$ cat src/design/bdkq_pkg.sv
// Shared types, constants and a helper function for the button debounce key queue.
package bdkq_pkg;

    localparam int NUM_BUTTONS = 5;
    localparam int CODE_W      = 3;
    localparam int RING_SLOTS  = 4;
    localparam int IDX_W       = $clog2(RING_SLOTS);

    // Request kinds carried in the req_type field.
    localparam logic REQ_TICK = 1'b0;
    localparam logic REQ_POP  = 1'b1;

    typedef logic [IDX_W-1:0]       t_idx;
    typedef logic [NUM_BUTTONS-1:0] t_pins;
    typedef logic [CODE_W-1:0]      t_code;

    localparam t_idx LAST_IDX = t_idx'(RING_SLOTS - 1);

    typedef struct packed {
        logic  req_type;
        t_pins raw_pins;
    } t_req;

    typedef struct packed {
        t_pins pressed_mask;
        logic  click;
        logic  got_button;
        t_code button_code;
    } t_rsp;

    // Control from the top level to the code ring.
    typedef struct packed {
        logic  push_en;
        logic  pop_en;
        t_pins push_mask;
    } t_ring_ctl;

    function automatic t_idx ring_next(input t_idx idx);
        t_idx nxt;
        if (idx == LAST_IDX) begin
            nxt = '0;
        end else begin
            nxt = idx + t_idx'(1);
        end
        return nxt;
    endfunction

endpackage

$ cat src/design/button_debounce_key_queue_top.sv
// Top level of the button debouncer with its queue of pressed-button codes.
//
// Each input transaction is either a sample tick carrying the five active-low
// pin levels, or a request to take the oldest queued button code. Every
// transaction yields exactly one result transaction. A tick reports the
// buttons whose debounced state went from released to pressed and queues
// their codes (up 0, right 1, left 2, center 3, down 4, in that order); a
// pop reports whether a code was waiting and which one. The block takes one
// transaction per clock cycle when the result side keeps up. A transaction
// is held in the input register while the debounce and queue logic settles,
// and its result enters the output register once that register is free or
// its current result is being taken. The output register lets a new
// transaction enter while an earlier result still waits to be taken. The
// queue holds RING_SLOTS-1 codes; codes pressed while it is full are lost.
module button_debounce_key_queue_top
    import bdkq_pkg::*;
(
    input  logic i_clk,
    input  logic i_rst_n,
    input  logic i_in_valid,
    output logic o_in_ready,
    input  t_req i_in_data,
    output logic o_out_valid,
    input  logic i_out_ready,
    output t_rsp o_out_data
);

    logic      r_in_valid, r_out_valid;
    t_req      r_in;
    t_rsp      r_out, n_out;
    logic      s_advance, s_is_tick, s_got;
    t_pins     s_pressed;
    t_code     s_code;
    t_ring_ctl s_ring_ctl;

    // The held transaction moves on whenever the output register is free or
    // its current result is being taken in this same cycle.
    assign s_advance  = r_in_valid && (!r_out_valid || i_out_ready);
    assign o_in_ready = !r_in_valid || s_advance;
    assign s_is_tick  = (r_in.req_type == REQ_TICK);

    bdkq_debounce u_debounce (
        .i_clk      (i_clk),
        .i_rst_n    (i_rst_n),
        .i_tick_en  (s_advance && s_is_tick),
        .i_raw_pins (r_in.raw_pins),
        .o_pressed  (s_pressed)
    );

    always_comb begin
        s_ring_ctl.push_en   = s_advance && s_is_tick;
        s_ring_ctl.pop_en    = s_advance && (r_in.req_type == REQ_POP);
        s_ring_ctl.push_mask = s_pressed;
    end

    bdkq_ring u_ring (
        .i_clk   (i_clk),
        .i_rst_n (i_rst_n),
        .i_ctl   (s_ring_ctl),
        .o_got   (s_got),
        .o_code  (s_code)
    );

    // A tick reports presses only; a pop reports the queue only. The code is
    // forced to zero when the queue was empty, since that slot may be stale.
    always_comb begin
        n_out = '0;
        if (s_is_tick) begin
            n_out.pressed_mask = s_pressed;
            n_out.click        = |s_pressed;
        end else begin
            n_out.got_button  = s_got;
            n_out.button_code = s_got ? s_code : '0;
        end
    end

    always_ff @(posedge i_clk) begin
        if (!i_rst_n) begin
            r_in_valid  <= 1'b0;
            r_out_valid <= 1'b0;
        end else begin
            if (i_in_valid && o_in_ready) begin
                r_in_valid <= 1'b1;
            end else if (s_advance) begin
                r_in_valid <= 1'b0;
            end
            if (s_advance) begin
                r_out_valid <= 1'b1;
            end else if (i_out_ready) begin
                r_out_valid <= 1'b0;
            end
        end
    end

    always_ff @(posedge i_clk) begin
        if (i_in_valid && o_in_ready) begin
            r_in <= i_in_data;
        end
        if (s_advance) begin
            r_out <= n_out;
        end
    end

    assign o_out_valid = r_out_valid;
    assign o_out_data  = r_out;

endmodule

$ cat src/design/bdkq_debounce.sv
// Vertical two-bit counter debouncer for the five button pins.
module bdkq_debounce
    import bdkq_pkg::*;
(
    input  logic  i_clk,
    input  logic  i_rst_n,
    input  logic  i_tick_en,
    input  t_pins i_raw_pins,
    output t_pins o_pressed
);

    t_pins r_cnt_hi, r_cnt_lo, r_last_sample, r_stable;
    t_pins n_cnt_hi, n_cnt_lo, n_stable;
    t_pins s_sample, s_diff, s_hi_clr, s_lo_clr, s_nz;

    always_comb begin
        // Pins are active low; a pressed button reads as one here.
        s_sample = ~i_raw_pins;
        s_diff   = s_sample ^ r_last_sample;
        s_hi_clr = r_cnt_hi & ~s_diff;
        s_lo_clr = r_cnt_lo & ~s_diff;
        // Decrement every counter, wrapping from zero back to three.
        n_cnt_hi = s_hi_clr ^ ~s_lo_clr;
        n_cnt_lo = ~s_lo_clr;
        s_nz     = n_cnt_hi | n_cnt_lo;
        n_stable = (r_stable & s_nz) | (s_sample & ~s_nz);
        o_pressed = n_stable & ~r_stable;
    end

    always_ff @(posedge i_clk) begin
        if (!i_rst_n) begin
            r_cnt_hi      <= '0;
            r_cnt_lo      <= '0;
            r_last_sample <= '0;
            r_stable      <= '0;
        end else if (i_tick_en) begin
            r_cnt_hi      <= n_cnt_hi;
            r_cnt_lo      <= n_cnt_lo;
            r_last_sample <= s_sample;
            r_stable      <= n_stable;
        end
    end

endmodule

$ cat src/design/bdkq_ring.sv
// Ring of button codes that takes several pushes per cycle and one pop.
module bdkq_ring
    import bdkq_pkg::*;
(
    input  logic      i_clk,
    input  logic      i_rst_n,
    input  t_ring_ctl i_ctl,
    output logic      o_got,
    output t_code     o_code
);

    t_code r_slot [RING_SLOTS];
    t_code n_slot [RING_SLOTS];
    t_idx  r_wr, r_rd, n_wr;

    // Codes enter in bit order; once the ring is full the rest are dropped.
    always_comb begin
        for (int j = 0; j < RING_SLOTS; j++) begin
            n_slot[j] = r_slot[j];
        end
        n_wr = r_wr;
        for (int b = 0; b < NUM_BUTTONS; b++) begin
            if (i_ctl.push_en && i_ctl.push_mask[b] && (ring_next(n_wr) != r_rd)) begin
                n_slot[n_wr] = t_code'(b);
                n_wr         = ring_next(n_wr);
            end
        end
    end

    assign o_got  = (r_rd != r_wr);
    assign o_code = r_slot[r_rd];

    always_ff @(posedge i_clk) begin
        for (int j = 0; j < RING_SLOTS; j++) begin
            r_slot[j] <= n_slot[j];
        end
    end

    always_ff @(posedge i_clk) begin
        if (!i_rst_n) begin
            r_wr <= '0;
            r_rd <= '0;
        end else begin
            r_wr <= n_wr;
            if (i_ctl.pop_en && o_got) begin
                r_rd <= ring_next(r_rd);
            end
        end
    end

endmodule

$ cat config.mk
export PLATFORM = sky130hd
export DESIGN_NAME = button_debounce_key_queue_top
export DESIGN_NICKNAME = d
export VERILOG_FILES = /design/src/design/bdkq_pkg.sv /design/src/design/button_debounce_key_queue_top.sv /design/src/design/bdkq_debounce.sv /design/src/design/bdkq_ring.sv
export SDC_FILE = /design/constraint.sdc
export NUM_CORES = 1
export LEC_CHECK = 0
export BUFFER_PORTS_ARGS = -buffer_cell sky130_fd_sc_hd__clkbuf_2
export CAP_MARGIN = 10
export CORE_ASPECT_RATIO = 0.8
export CORE_MARGIN = 2
export CORE_UTILIZATION = 35
export CTS_CLUSTER_SIZE = 25
export DETAILED_ROUTE_END_ITERATION = 10
export SYNTH_ARGS = -nofsm -noshare
export SYNTH_HDL_FRONTEND = slang
export SYNTH_SLANG_ARGS = --single-unit
export TNS_END_PERCENT = 30
$ cat constraint.sdc
create_clock -name i_clk -period 7.2 [get_ports i_clk]
set_input_delay 1.44 -clock i_clk [delete_from_list [all_inputs] [get_ports i_clk]]
set_output_delay 1.44 -clock i_clk [all_outputs]
set_load 0.05 [all_outputs]
==> results.ini <==
[floorplanning]
coreArea_sq_um=8960
start_util=0.357
io_pins=22
fp.dieH_um=89.5
die_w_um=111
die_area_sq_um=9930
num_rows=31

[placed_design]
dp_hpwl_mm=5.17
dpl_cell_area_sq_um=3450
place_ws_ns=-0.132
io_buffers=21
routabilityCongestion=0.842

[critical_path]
worst-path-buf-inv=1
cp.arrival_ns=6.85
r2r_end=u_ring.r_wr[1]
critPathLaunch=r_in[0]
start_kind=flip-flop
crit_path_top_delay_cell=edfxtp_1
crit_required_ns=7.38
cp_cell_sequence=xor2_1 -> and2_1 -> ha_1 -> nor3b_1 -> nand3_1 -> a21oi_2 -> mux2_2 -> ha_1 -> xnor2_1 -> nor2_1 -> a221oi_4 -> ha_1 -> xnor2_2 -> a21oi_4 -> mux2_4 -> ha_1 -> xnor2_2 -> o31ai_1 -> o22ai_1 -> inv_1 -> ha_1 -> or3_1 -> o311ai_1 -> a21oi_1
cp_top_family=adder cells
rrSetupSlack_ns=0.53
r2r_cells=24
path_max_fanout=7
crit_type=flip-flop to flip-flop
cp_slowest_stage_delay_ns=0.48
cp-endpoint=u_ring.r_wr[1]
crit_top_cell=ha_1
r2r_start=r_in[0]
cp_num_cells=24
end_kind=flip-flop

[power_and_ir_drop]
p_total_w=0.000776
ir_drop_uv=105
power_leakage_nw=1.39
pwr_density_cell_nw_per_um2=216

[synthesis]
syn_area_per_cell_sq_um=9.85
synth-edff-count=16
synth.most_common_cell=dfxtp_1
synth_compound_area_frac=0.223
synth_top_family_by_area=compound AO/OA/AOI/OAI gates
async_flop_share=0
ys_types=66
synthTopCellsByArea=dfxtp_1, edfxtp_1, ha_1
synthAdderAreaFrac=0.102
synth.largest_area_cell=dfxtp_1
syn-instance-count=325
yosys_register_bits=54
synth_ff_type=dfxtp_1
yosys.area_share.simple=0.165
syn-num-nets=361
synth_top_area_share=0.238
synthTopCellsByCount=dfxtp_1, nand2_1, nor2_1
syn-cell-area_sq_um=3200
muxShareOfSynthArea=0.0485
yosysSeqAreaShare=0.388
yosysWarnings=0
synth_xor_area_frac=0.0328

[clock_tree]
clockBufferDepth=2
cts_setup_buffers=0
cts_resized=0
numClockSinks=54
clock_latency_ns=0.29
numCtsBuffers=5
cts.clk_slew.worst_paths_ns=0.07
clockRootBuffer=clkbuf_16
ctsHoldBuffers=0
tritoncts=yes
htreeDepth=2

[final_layout]
drive_gt1_frac=0.224
area_delta_synth_final_pct=12.5
diodes=0
fin_area_sq_um=3600
final_util=0.402
nets=388

[detailed_routing]
first_pass_iters=4
vias=2460
routed_via_density=5.27
wl_per_cell_um=14.9
m1WireLength_mm=3.42
drt_iter0_drc=182
route.met3.wl_um=447
drt_wl_total_mm=6.97
drc=0
routed.top_layer=met4
wl_met2_mm=3.02
final_antenna_net_count=0

[timing]
fin_tns_setup_ns=0
rsz0062_at_grt=false
clock_skew_ns=0.00751
finalWorstSetupSlack_ns=0.527
worst_pin_slew_ns=0.872
finalHoldViolCount=0
finalCriticalPeriod_ns=6.67
slew_viol_final=0
relSlewSlack=0.418
max_freq_mhz=150
setup_viol=0
min_period_over_period=0.927

[global_routing]
grt_antenna_before_repair=0
grt_overflow=0
grt_pass1_vias=2405
grt_pass1_wl_mm=12.0
grtUsageTotal=0.151
grt_max_degree=38

[flow_run]
maxCapViolations=0

[outcome]
outcome=finished clean

[worst_hold_path]
min_path_type=flip-flop to flip-flop

[state kept, by name, summed over array words and instances (netlist names)]
name and cells:
u_ring.r_slot 12, o_out_data 10, r_in 6, u_debounce.r_cnt_hi 5
u_debounce.r_cnt_lo 5, u_debounce.r_last_sample 5, u_debounce.r_stable 5, u_ring.r_rd 2
u_ring.r_wr 2, o_out_valid 1, r_in_valid 1
[where the power goes]
part / internal (W) / switching [W] / total (W) / leakage, nW
combinational: 0.0000793 / 0.000116 / 0.000195 / 0.868
clock: 0.000127 / 0.000108 / 0.000236 / 0.0629
sequential: 0.000332 / 0.0000136 / 0.000346 / 0.464
total: 0.000539 / 0.000238 / 0.000776 / 1.39
[how the worst min path moves through the flow]
stage	cells past startpoint	start	to	slack, ns
2_1_floorplan	2	u_ring.r_slot[0][1]	u_ring.r_slot[0][1]	0.43
3_3_place_gp	2	u_debounce.r_cnt_hi[2]	u_debounce.r_cnt_hi[2]	0.44
3_5_place_dp	2	u_debounce.r_cnt_hi[1]	u_debounce.r_cnt_hi[1]	0.45
4_1_cts	2	u_debounce.r_cnt_hi[1]	u_debounce.r_cnt_hi[1]	0.46
5_1_grt	2	u_debounce.r_cnt_hi[2]	u_debounce.r_cnt_hi[2]	0.48
6_report	2	u_debounce.r_cnt_hi[1]	u_debounce.r_cnt_hi[1]	0.46
[layout make-up]
class,instances,area (sq um)
flip-flops and latches,54,1240
repair buffers,31,180
inverters,14,52.6
clock inverters,1,7.51
multi-input cells,246,1850
well taps,115,144
clock buffers,6,129
fillers,882,5360
[through the flow]
stage	cells	hold WS [ns]
after floorplan	325	0.435
after global placement	460	0.444
after detailed placement	460	0.448
after CTS	467	0.458
after global routing	467	0.476
final	467	0.458
[routing by layer]
metal / GRT usage / up-vias
li1: - / 1235
met1: 0.204 / 1151
met2: 0.239 / 67
met3: 0.0447 / 7
met4: 0.0420 / 0
met5: 0 / -
[kinds of logic after synthesis]
family / after synthesis
buffers and inverters: 25
AND/OR/NAND/NOR: 106
XOR/XNOR: 12
flip-flops: 54
adder cells (fa/ha/maj): 26
multiplexers: 11
AO/OA/AOI/OAI: 91
[placed cells by master (no fill, tap or decap), types with 2 or more instances in the layout]
cell type and instances:
a41oi_1 2, a22oi_1 8, o21ai_0 3, nor2b_1 4, mux2_2 2, o211ai_1 2, a21boi_0 4, or2_2 2
mux4_2 3, edfxtp_1 16, a22oi_2 4, or2b_2 2, o21ai_2 2, a32o_2 3, or3_1 2, xnor2_1 3
o31ai_1 3, ha_1 26, xor2_1 7, buf_4 10, xnor2_2 2, a211oi_1 10, and2b_2 2, nand3_1 4
dfxtp_1 38, and2_1 7, mux2i_1 5, a311oi_1 5, clkbuf_16 5, nor2_1 32, nand2_1 37, a21oi_1 28
clkbuf_2 21, a21o_2 2, inv_1 13
[worst reg2reg max path: stages (launching register included)]
cell,delay (ns)
edfxtp_1,0.48
xor2_1,0.20
and2_1,0.17
ha_1,0.21
nor3b_1,0.29
nand3_1,0.19
a21oi_2,0.24
mux2_2,0.41
ha_1,0.30
xnor2_1,0.22
nor2_1,0.14
a221oi_4,0.46
ha_1,0.34
xnor2_2,0.29
a21oi_4,0.10
mux2_4,0.35
ha_1,0.34
xnor2_2,0.32
o31ai_1,0.14
o22ai_1,0.22
inv_1,0.10
ha_1,0.34
or3_1,0.38
o311ai_1,0.26
a21oi_1,0.07
Note: power is estimated with default switching activity, not from simulation.
